`src/design/rsc_pkg.sv`:
```
// Shared types and constants for the resistance settle calibrator.
package rsc_pkg;

  localparam int unsigned ADC_BITS_DEF = 10;
  localparam int unsigned SAMPLE_W     = 10;
  localparam int unsigned LOAD_W       = 24;
  localparam int unsigned STABLE_W     = 8;
  localparam int unsigned RES_W        = 34;
  localparam int unsigned RUN_W        = 9;
  localparam int unsigned SEC_W        = 16;
  localparam int unsigned QUEUE_DEPTH  = 2;
  localparam int unsigned CFG_IDX_W    = 1;

  localparam logic [RES_W-1:0]    RES_MAX      = '1;
  localparam logic [RUN_W-1:0]    RUN_MAX      = '1;
  localparam logic [SEC_W-1:0]    SEC_MAX      = '1;
  localparam logic [LOAD_W-1:0]   LOAD_RES_RST = 24'd10000;
  localparam logic [STABLE_W-1:0] STABLE_RST   = 8'd10;

  typedef enum logic [CFG_IDX_W-1:0] {
    CFG_LOAD_RES = 1'b0,
    CFG_STABLE   = 1'b1
  } cfg_idx_e;

  typedef struct packed {
    logic [SAMPLE_W-1:0] sample;
    logic                restart;
  } in_item_t;

  typedef struct packed {
    logic [RES_W-1:0] resistance;
    logic             done_res;
    logic [RES_W-1:0] base_resistance;
    logic [SEC_W-1:0] settle_seconds;
  } out_item_t;

  // Classified sample handed from front to back.
  typedef struct packed {
    logic [SAMPLE_W-1:0] sample;
    logic                zero;
    logic                restart;
  } task_t;

  typedef struct packed {
    logic [LOAD_W-1:0]   load_res;
    logic [STABLE_W-1:0] stable_needed;
  } cfg_t;

endpackage

```
`src/design/rsc_front.sv`:
```
// Front end: accept samples, clamp them to full scale and flag zero readings.
module rsc_front import rsc_pkg::*; #(
  parameter int unsigned ADC_BITS = ADC_BITS_DEF
) (
  input  logic     in_valid_i,
  output logic     in_stall_o,
  input  in_item_t in_i,
  input  logic     full_i,
  output logic     push_o,
  output task_t    entry_o
);

  localparam logic [ADC_BITS-1:0] FS = '1;

  logic [SAMPLE_W-1:0] clamped;

  assign in_stall_o = full_i;
  assign push_o     = in_valid_i && !full_i;

  // Clamp readings above full scale; a no-op when the converter is 10 bits or wider.
  always_comb begin
    if ({{SAMPLE_W{1'b0}}, in_i.sample} > {{SAMPLE_W{1'b0}}, SAMPLE_W'(FS)}
        && ADC_BITS < SAMPLE_W) begin
      clamped = SAMPLE_W'(FS);
    end else begin
      clamped = in_i.sample;
    end
    entry_o.sample  = clamped;
    entry_o.zero    = (clamped == '0);
    entry_o.restart = in_i.restart;
  end

endmodule

```
`src/design/rsc_queue.sv`:
```
// Short queue of classified samples between front and back.
module rsc_queue import rsc_pkg::*; (
  input  logic  clk_i,
  input  logic  rst_ni,
  input  logic  push_i,
  input  task_t entry_i,
  output logic  full_o,
  input  logic  pop_i,
  output logic  empty_o,
  output task_t entry_o
);

  localparam int unsigned PTR_W = (QUEUE_DEPTH > 1) ? $clog2(QUEUE_DEPTH) : 1;
  localparam int unsigned CNT_W = $clog2(QUEUE_DEPTH + 1);

  task_t              slots_q [QUEUE_DEPTH];
  logic [PTR_W-1:0]   wptr_q, wptr_d;
  logic [PTR_W-1:0]   rptr_q, rptr_d;
  logic [CNT_W-1:0]   cnt_q, cnt_d;

  assign full_o  = (cnt_q == CNT_W'(QUEUE_DEPTH));
  assign empty_o = (cnt_q == '0);
  assign entry_o = slots_q[rptr_q];

  always_comb begin
    wptr_d = wptr_q;
    rptr_d = rptr_q;
    cnt_d  = cnt_q;
    if (push_i) begin
      wptr_d = (wptr_q == PTR_W'(QUEUE_DEPTH - 1)) ? '0 : wptr_q + 1'b1;
    end
    if (pop_i) begin
      rptr_d = (rptr_q == PTR_W'(QUEUE_DEPTH - 1)) ? '0 : rptr_q + 1'b1;
    end
    if (push_i && !pop_i) begin
      cnt_d = cnt_q + 1'b1;
    end else if (pop_i && !push_i) begin
      cnt_d = cnt_q - 1'b1;
    end
  end

  always_ff @(posedge clk_i or negedge rst_ni) begin
    if (!rst_ni) begin
      wptr_q <= '0;
      rptr_q <= '0;
      cnt_q  <= '0;
    end else begin
      wptr_q <= wptr_d;
      rptr_q <= rptr_d;
      cnt_q  <= cnt_d;
    end
  end

  always_ff @(posedge clk_i) begin
    if (push_i) begin
      slots_q[wptr_q] <= entry_i;
    end
  end

endmodule

```
`src/design/rsc_back.sv`:
```
// Back end: multiply, restoring divide, stability test and result register.
module rsc_back import rsc_pkg::*; #(
  parameter int unsigned ADC_BITS = ADC_BITS_DEF
) (
  input  logic      clk_i,
  input  logic      rst_ni,
  input  logic      empty_i,
  output logic      pop_o,
  input  task_t     entry_i,
  input  cfg_t      cfg_i,
  output logic      out_valid_o,
  input  logic      out_stall_i,
  output out_item_t out_o
);

  localparam int unsigned PROD_W = ADC_BITS + LOAD_W;
  localparam int unsigned CNT_W  = $clog2(PROD_W);
  localparam int unsigned D50_W  = RES_W + 6;
  localparam logic [ADC_BITS-1:0] FS = '1;

  typedef enum logic [4:0] {
    S_IDLE = 5'b00001,
    S_MUL  = 5'b00010,
    S_DIV  = 5'b00100,
    S_SAT  = 5'b01000,
    S_EVAL = 5'b10000
  } back_state_e;

  back_state_e         state_q, state_d;
  task_t               task_q;
  logic [PROD_W-1:0]   quot_q, quot_d;
  logic [SAMPLE_W-1:0] rem_q, rem_d;
  logic [CNT_W-1:0]    cnt_q, cnt_d;
  logic [RES_W-1:0]    rs_q, diff_q;

  logic [RES_W-1:0]    ref_q, ref_d;
  logic [RUN_W-1:0]    run_q, run_d;
  logic [SEC_W-1:0]    sec_q, sec_d;
  logic                fin_q, fin_d;

  logic                out_valid_q;
  out_item_t           out_q;

  logic [ADC_BITS-1:0] fs_diff;
  logic [PROD_W-1:0]   product;
  logic [SAMPLE_W:0]   rem_shl;
  logic                rem_ge;
  logic                q_sat;
  logic [RES_W-1:0]    rs_sat;
  logic [RES_W-1:0]    ref_e;
  logic [RUN_W-1:0]    run_e;
  logic [SEC_W-1:0]    sec_e;
  logic                fin_e;
  logic [D50_W-1:0]    diff_ext, diff50;
  logic                unstable;
  logic                out_free;
  logic                eval_fire;

  assign out_free  = !out_valid_q || !out_stall_i;
  assign eval_fire = (state_q == S_EVAL) && out_free;
  assign pop_o     = (state_q == S_IDLE) && !empty_i;

  // Numerator (FS - s) * RL.
  assign fs_diff = FS - ADC_BITS'(task_q.sample);
  assign product = PROD_W'(fs_diff) * PROD_W'(cfg_i.load_res);

  // One restoring step: shift in the next dividend bit, subtract if it fits.
  assign rem_shl = {rem_q, quot_q[PROD_W-1]};
  assign rem_ge  = rem_shl >= {1'b0, task_q.sample};

  assign q_sat  = 64'(quot_q) > 64'(RES_MAX);
  assign rs_sat = q_sat ? RES_MAX : RES_W'(quot_q);

  // Restart clears the state before this sample is judged.
  assign ref_e = task_q.restart ? '0 : ref_q;
  assign run_e = task_q.restart ? '0 : run_q;
  assign sec_e = task_q.restart ? '0 : sec_q;
  assign fin_e = task_q.restart ? 1'b0 : fin_q;

  assign diff_ext = D50_W'(diff_q);
  assign diff50   = (diff_ext << 5) + (diff_ext << 4) + (diff_ext << 1);
  assign unstable = diff50 > D50_W'(rs_q);

  always_comb begin
    state_d = state_q;
    quot_d  = quot_q;
    rem_d   = rem_q;
    cnt_d   = cnt_q;
    unique case (state_q)
      S_IDLE: begin
        if (!empty_i) begin
          state_d = entry_i.zero ? S_SAT : S_MUL;
          quot_d  = '0;
        end
      end
      S_MUL: begin
        quot_d  = product;
        rem_d   = '0;
        cnt_d   = '0;
        state_d = S_DIV;
      end
      S_DIV: begin
        quot_d = {quot_q[PROD_W-2:0], rem_ge};
        rem_d  = rem_ge ? SAMPLE_W'(rem_shl - {1'b0, task_q.sample}) : rem_shl[SAMPLE_W-1:0];
        cnt_d  = cnt_q + 1'b1;
        if (cnt_q == CNT_W'(PROD_W - 1)) begin
          state_d = S_SAT;
        end
      end
      S_SAT: begin
        state_d = S_EVAL;
      end
      S_EVAL: begin
        if (out_free) begin
          state_d = S_IDLE;
        end
      end
      default: begin
        state_d = S_IDLE;
      end
    endcase
  end

  always_comb begin
    ref_d = ref_e;
    run_d = run_e;
    sec_d = sec_e;
    fin_d = fin_e;
    if (!fin_e) begin
      if (unstable) begin
        ref_d = rs_q;
        run_d = '0;
      end else if (run_e != RUN_MAX) begin
        run_d = run_e + 1'b1;
      end
      if (sec_e != SEC_MAX) begin
        sec_d = sec_e + 1'b1;
      end
      fin_d = run_d > RUN_W'(cfg_i.stable_needed);
    end
  end

  always_ff @(posedge clk_i or negedge rst_ni) begin
    if (!rst_ni) begin
      state_q     <= S_IDLE;
      ref_q       <= '0;
      run_q       <= '0;
      sec_q       <= '0;
      fin_q       <= 1'b0;
      out_valid_q <= 1'b0;
    end else begin
      state_q <= state_d;
      if (eval_fire) begin
        ref_q       <= ref_d;
        run_q       <= run_d;
        sec_q       <= sec_d;
        fin_q       <= fin_d;
        out_valid_q <= 1'b1;
      end else if (!out_stall_i) begin
        out_valid_q <= 1'b0;
      end
    end
  end

  always_ff @(posedge clk_i) begin
    if (pop_o) begin
      task_q <= entry_i;
    end
    quot_q <= quot_d;
    rem_q  <= rem_d;
    cnt_q  <= cnt_d;
    if (state_q == S_SAT) begin
      rs_q   <= rs_sat;
      diff_q <= (ref_e > rs_sat) ? (ref_e - rs_sat) : (rs_sat - ref_e);
    end
    if (eval_fire) begin
      out_q.resistance      <= rs_q;
      out_q.done_res        <= fin_d;
      out_q.base_resistance <= ref_d;
      out_q.settle_seconds  <= sec_d;
    end
  end

  assign out_valid_o = out_valid_q;
  assign out_o       = out_q;

endmodule

```
`src/design/resistance_settle_calibrator.sv`:
```
// Top level of the resistance settle calibrator.
// Each input transaction carries one converter sample; the block converts it to sensor
// resistance floor((FS - s) * load_resistance / s) in ohms (0 for a zero sample, clamped
// at 2^34 - 1), tests it against the running reference with the 2 percent rule
// 50*|ref - rs| <= rs, and returns one result transaction per sample with the resistance,
// the done flag, the reference (R0 once done) and the saturating sample count. After done,
// samples leave the state alone until one arrives with restart set. The back end takes one
// sample at a time and works through it in steps: a pop, a multiply, the restoring divider,
// which retires one quotient bit per cycle and sets the rate, a saturate step and an
// evaluate step, which waits while a stalled result is held. A zero sample skips the
// multiply and divide. The front accepts into a two-entry queue while the back is busy,
// and the result register holds a finished result while the back continues. Write
// configuration only while the block is idle.
module resistance_settle_calibrator import rsc_pkg::*; #(
  parameter int unsigned ADC_BITS = ADC_BITS_DEF
) (
  input  logic                 clk_i,
  input  logic                 rst_ni,
  input  logic                 in_valid_i,
  output logic                 in_stall_o,
  input  in_item_t             in_i,
  output logic                 out_valid_o,
  input  logic                 out_stall_i,
  output out_item_t            out_o,
  input  logic                 cfg_we_i,
  input  logic [CFG_IDX_W-1:0] cfg_idx_i,
  input  logic [LOAD_W-1:0]    cfg_wdata_i
);

  cfg_t  cfg_q;
  logic  q_full, q_empty, q_push, q_pop;
  task_t front_entry, back_entry;

  // Hold the configuration registers; take writes at any edge with the enable high.
  always_ff @(posedge clk_i or negedge rst_ni) begin
    if (!rst_ni) begin
      cfg_q.load_res      <= LOAD_RES_RST;
      cfg_q.stable_needed <= STABLE_RST;
    end else if (cfg_we_i) begin
      unique case (cfg_idx_e'(cfg_idx_i))
        CFG_LOAD_RES: cfg_q.load_res      <= cfg_wdata_i;
        CFG_STABLE:   cfg_q.stable_needed <= cfg_wdata_i[STABLE_W-1:0];
        default: begin
        end
      endcase
    end
  end

  // Accept and classify samples.
  rsc_front #(
    .ADC_BITS (ADC_BITS)
  ) u_front (
    .in_valid_i (in_valid_i),
    .in_stall_o (in_stall_o),
    .in_i       (in_i),
    .full_i     (q_full),
    .push_o     (q_push),
    .entry_o    (front_entry)
  );

  // Decouple the two sides.
  rsc_queue u_queue (
    .clk_i   (clk_i),
    .rst_ni  (rst_ni),
    .push_i  (q_push),
    .entry_i (front_entry),
    .full_o  (q_full),
    .pop_i   (q_pop),
    .empty_o (q_empty),
    .entry_o (back_entry)
  );

  // Convert, judge stability and deliver results.
  rsc_back #(
    .ADC_BITS (ADC_BITS)
  ) u_back (
    .clk_i       (clk_i),
    .rst_ni      (rst_ni),
    .empty_i     (q_empty),
    .pop_o       (q_pop),
    .entry_i     (back_entry),
    .cfg_i       (cfg_q),
    .out_valid_o (out_valid_o),
    .out_stall_i (out_stall_i),
    .out_o       (out_o)
  );

endmodule

```
`config.mk`:
```
export PLATFORM = sky130hd
export DESIGN_NAME = resistance_settle_calibrator
export DESIGN_NICKNAME = d
export VERILOG_FILES = /design/src/design/rsc_pkg.sv /design/src/design/rsc_front.sv /design/src/design/rsc_queue.sv /design/src/design/rsc_back.sv /design/src/design/resistance_settle_calibrator.sv
export SDC_FILE = /design/constraint.sdc
export NUM_CORES = 1
export LEC_CHECK = 0
export ABC_CLOCK_PERIOD_IN_PS = 11890
export BUFFER_PORTS_ARGS = -buffer_cell sky130_fd_sc_hd__buf_2
export CELL_PAD_IN_SITES_DETAIL_PLACEMENT = 1
export CELL_PAD_IN_SITES_GLOBAL_PLACEMENT = 1
export CORE_AREA = 5 5 235 237
export CTS_CLUSTER_SIZE = 10
export DETAILED_ROUTE_END_ITERATION = 10
export DIE_AREA = 0 0 240 242
export GPL_ROUTABILITY_DRIVEN = 0
export GPL_TIMING_DRIVEN = 0
export PLACE_DENSITY_LB_ADDON = 0.1
export SLEW_MARGIN = 10
export SYNTH_ARGS = -nofsm -noshare
export SYNTH_HDL_FRONTEND = slang
export SYNTH_SLANG_ARGS = --single-unit
```
`constraint.sdc`:
```
create_clock -name clk_i -period 11.89 [get_ports clk_i]
set_clock_uncertainty 0.05 [all_clocks]
set_input_delay 0 -clock clk_i [delete_from_list [all_inputs] [get_ports clk_i]]
set_output_delay 0 -clock clk_i [all_outputs]
set_load 0.01 [all_outputs]
```
==> impl_metrics.tcl <==
set metrics [dict create \
    synth_ff_type "edfxtp_1" \
    clkTransAtPathRegs_ps 50 \
    netlist_area_before_placement_um2 28110 \
    mappedNetlistNets 3278 \
    io_buffers 127 \
    syn_area_per_cell_um2 10.05 \
    post-route-period-util_pct 81.23 \
    max_cap_viol_count 0 \
    unrepaired_setup_endpoints_after_global_routing "no" \
    globalRouteOverflowTotal 0 \
    number_of_flops_mapped_to_enable_cells_by_yosys 238 \
    ys_types 85 \
    holdPathStages 2 \
    worstHoldPathType "in -> reg" \
    htreeDepth 2 \
    critical_path.top_delay_family "compound AO/OA/AOI/OAI gates" \
    crit_path_top_delay_cell "a2111oi_0" \
    timing_worst_setup_path_type "reg -> reg" \
    syn_inst 2798 \
    cts_tree "done" \
    postCtsSetupRepairBufs 0 \
    syn_to_final_growth_pct 12.18 \
    terminus_of_the_critical_flop_to_flop_path "u_back.out_o[50]" \
    netlist_top_cells_count "inv_1, nand2_1, edfxtp_1, ha_1, fa_1" \
    antenna_violations_before_repair 0 \
    routedWlPerCell_um 22.76 \
    grt_pass1_vias 24290 \
    design.core.area_um2 53070 \
    row_count 85 \
    clock.fmax_mhz 103.5 \
    die_height_um 242 \
    final.setup.worst_slack_ps 2232 \
    synthMuxAreaShare_pct 2.808 \
    yosys_warnings 0 \
    r2r.worst_path.cells 34 \
    crit_path_buffers_inverters 2 \
    ys_seq_elements 340 \
    cts_root_buffer_type "clkbuf_16" \
    synth_async_sr_flop_share_pct 30.00 \
    antenna_violating_nets_remaining 0 \
    ys_top_cells_by_area "edfxtp_1, fa_1, ha_1" \
    cts-buffers-inserted 43 \
    pin_count 128 \
    grt_first_pass_wirelength_um 135400 \
    critical_path.max_fanout 10 \
    synth_fa_ha_area_share_pct 25.09 \
    num_antenna_cells 0 \
    synth_most_common_cell "inv_1" \
    floorplan.die.width_um 240 \
    detailroute.via_count 22010 \
    drv_slew 0 \
    insertion_delay_ps 590 \
    synth.top_cell.area_share_pct 25.42 \
    worst_slew_pin_slew_ps 1045 \
    max_stage_delay_ps 700 \
    largest_net_degree_at_the_start_of_global_routing 80 \
    worst_hold_path.endpoint "u_queue.slots_q[1][4]" \
    via_per_inst 5.872 \
    worst_setup_path_end_kind "register" \
    timing.critical_path.required_ps 12160 \
    wirelength_um 85340 \
    setup_violations 0 \
    dpl_worst_slack_ps 2379 \
    detailed_place_hpwl_um 67460 \
    full_die_area_um2 58080 \
    timing.rr.start "u_back.diff_q[4]" \
    drt_first_pass_iters 5 \
    synth-xor-area-share_pct 3.614 \
    drt_drc_violations_left 0 \
    final-hold-violation-count 0 \
    clock_path_buffers 3 \
    cts_num_sinks 340 \
    setup_crit_start_kind "register" \
    critPathMostFrequentCell "o21a_1" \
    timing.slew.headroom_pct 30.08 \
    crit_arrival_ps 9930 \
    drt_first_iter_violations 1252 \
    starting_density_pct 52.97 \
    finalSetupTns_ps 0 \
    reg2reg_slack_ps 2230 \
    hold_start "in_i[3]" \
    synth-seq-area-share_pct 34.54 \
    grt_use_total_pct 29.37 \
    synth_simple_gate_area_share_pct 12.88 \
    synth_top_family_by_area "adder cells" \
    netlist.top_cell.by_area "edfxtp_1" \
    final_layout_size_suffix_gt1_share_pct 10.06 \
    synth_compound_gate_area_share_pct 14.62 \
    finalNetCount 3498 \
    finalCriticalPeriod_ps 9658 \
    status "complete, no violations" \
]
==> worst max-delay path by stage <==
stage,start,endpoint,slack [ps],cells past startpoint
2_1_floorplan,u_back.diff_q[0],u_back.out_o[50],4620,34
5_1_grt,u_back.diff_q[0],u_back.out_o[50],1820,34
3_5_place_dp,u_back.diff_q[4],u_back.out_o[50],2380,34
4_1_cts,u_back.diff_q[4],u_back.out_o[50],2290,34
6_report,u_back.diff_q[4],u_back.out_o[50],2230,34
3_3_place_gp,u_back.diff_q[1],u_back.out_o[50],2400,34
==> cell families after synthesis <==
group                    after synthesis
multiplexers                          72
adder cells (fa/ha/maj)              439
AO/OA/AOI/OAI                        616
AND/OR/NAND/NOR                      750
flip-flops                           340
buffers and inverters                465
XOR/XNOR                             116
==> sequential cells by signal, summed over array words and instances (netlist names) <==
| signal | flops |
|---|---|
| u_back.run_q | 9 |
| u_back.out_o | 85 |
| u_queue.cnt_q | 2 |
| u_back.out_valid_o | 1 |
| u_queue.wptr_q | 1 |
| u_back.diff_q | 34 |
| u_back.fin_q | 1 |
| u_back.rem_q | 10 |
| u_back.cnt_q | 6 |
| u_queue.slots_q | 24 |
| u_back.ref_q | 34 |
| u_queue.rptr_q | 1 |
| u_back.state_q | 5 |
| u_back.sec_q | 16 |
| cfg_q | 32 |
| u_back.rs_q | 34 |
| u_back.task_q | 11 |
| u_back.quot_q | 34 |
==> layout by cell type (no fill, tap or decap), types with 13 or more instances in the layout <==
| cell type | synthesis | routed |
|---|---|---|
| nand4_1 | 26 | 26 |
| o21a_1 | 20 | 20 |
| o2bb2ai_1 | 16 | 16 |
| nor2b_1 | 127 | 127 |
| nand3_1 | 42 | 42 |
| o21bai_1 | 24 | 24 |
| nor2_1 | 96 | 95 |
| nor3_1 | 28 | 28 |
| o211ai_1 | 13 | 13 |
| and3_1 | 20 | 20 |
| fa_1 | 208 | 208 |
| nand2b_1 | 28 | 28 |
| clkbuf_16 | 0 | 43 |
| inv_1 | 339 | 338 |
| mux2i_1 | 17 | 17 |
| and2_1 | 13 | 13 |
| a21o_1 | 68 | 68 |
| ha_1 | 231 | 231 |
| a211oi_1 | 21 | 21 |
| edfxtp_1 | 238 | 238 |
| xnor2_1 | 71 | 71 |
| a21oi_1 | 157 | 157 |
| o21ai_0 | 146 | 146 |
| dlygate4sd3_1 | 0 | 43 |
| nand2_1 | 320 | 320 |
| buf_2 | 6 | 132 |
| xor2_1 | 45 | 45 |
| mux2_2 | 55 | 55 |
| o2bb2ai_2 | 20 | 20 |
| o22ai_1 | 30 | 30 |
| o31ai_1 | 15 | 15 |
| dfrtp_1 | 94 | 94 |
| clkbuf_1 | 98 | 121 |
==> per-layer routing <==
layer	share of wire (%)	wire length (um)	GRT usage (%)	vias up
met2	49	42140	50.84	578
met5	0	0	0	-
met4	5.0	4268	12.08	0
li1	-	-	-	10040
met1	41	35160	37.32	11240
met3	4.4	3769	3.609	165
==> metrics by stage <==
step | instance area [um2] | utilization [%] | std cells | hold slack, ps
floorplan | 28110 | - | 2798 | -345.6
global placement | 29620 | 55.81 | 3621 | 144.6
detailed placement | 29740 | 56.04 | 3625 | -156.3
CTS | 31540 | 59.43 | 3749 | 69.83
global route | 31540 | 59.43 | 3749 | 110.5
finish | 31540 | 59.43 | 3749 | 114.8
==> layout make-up <==
| cell class | count | area, um2 |
|---|---|---|
| fillers | 5842 | 21530 |
| multi-input cells | 1993 | 16600 |
| flip-flops and latches | 340 | 9709 |
| inverters | 340 | 1279 |
| well taps | 696 | 870.8 |
| clock inverters | 11 | 151.4 |
| clock buffers | 69 | 1194 |
| plain buffers | 125 | 538.0 |
| repair buffers | 175 | 1195 |
==> what timing repair did <==
action,4_1_cts,5_1_grt
hold endpoints to repair,164,0
hold buffers,44,0
resized for setup,0,0
Power is not shown: default switching activity piles up to over one toggle a cycle in this logic, so the estimate is an artifact.
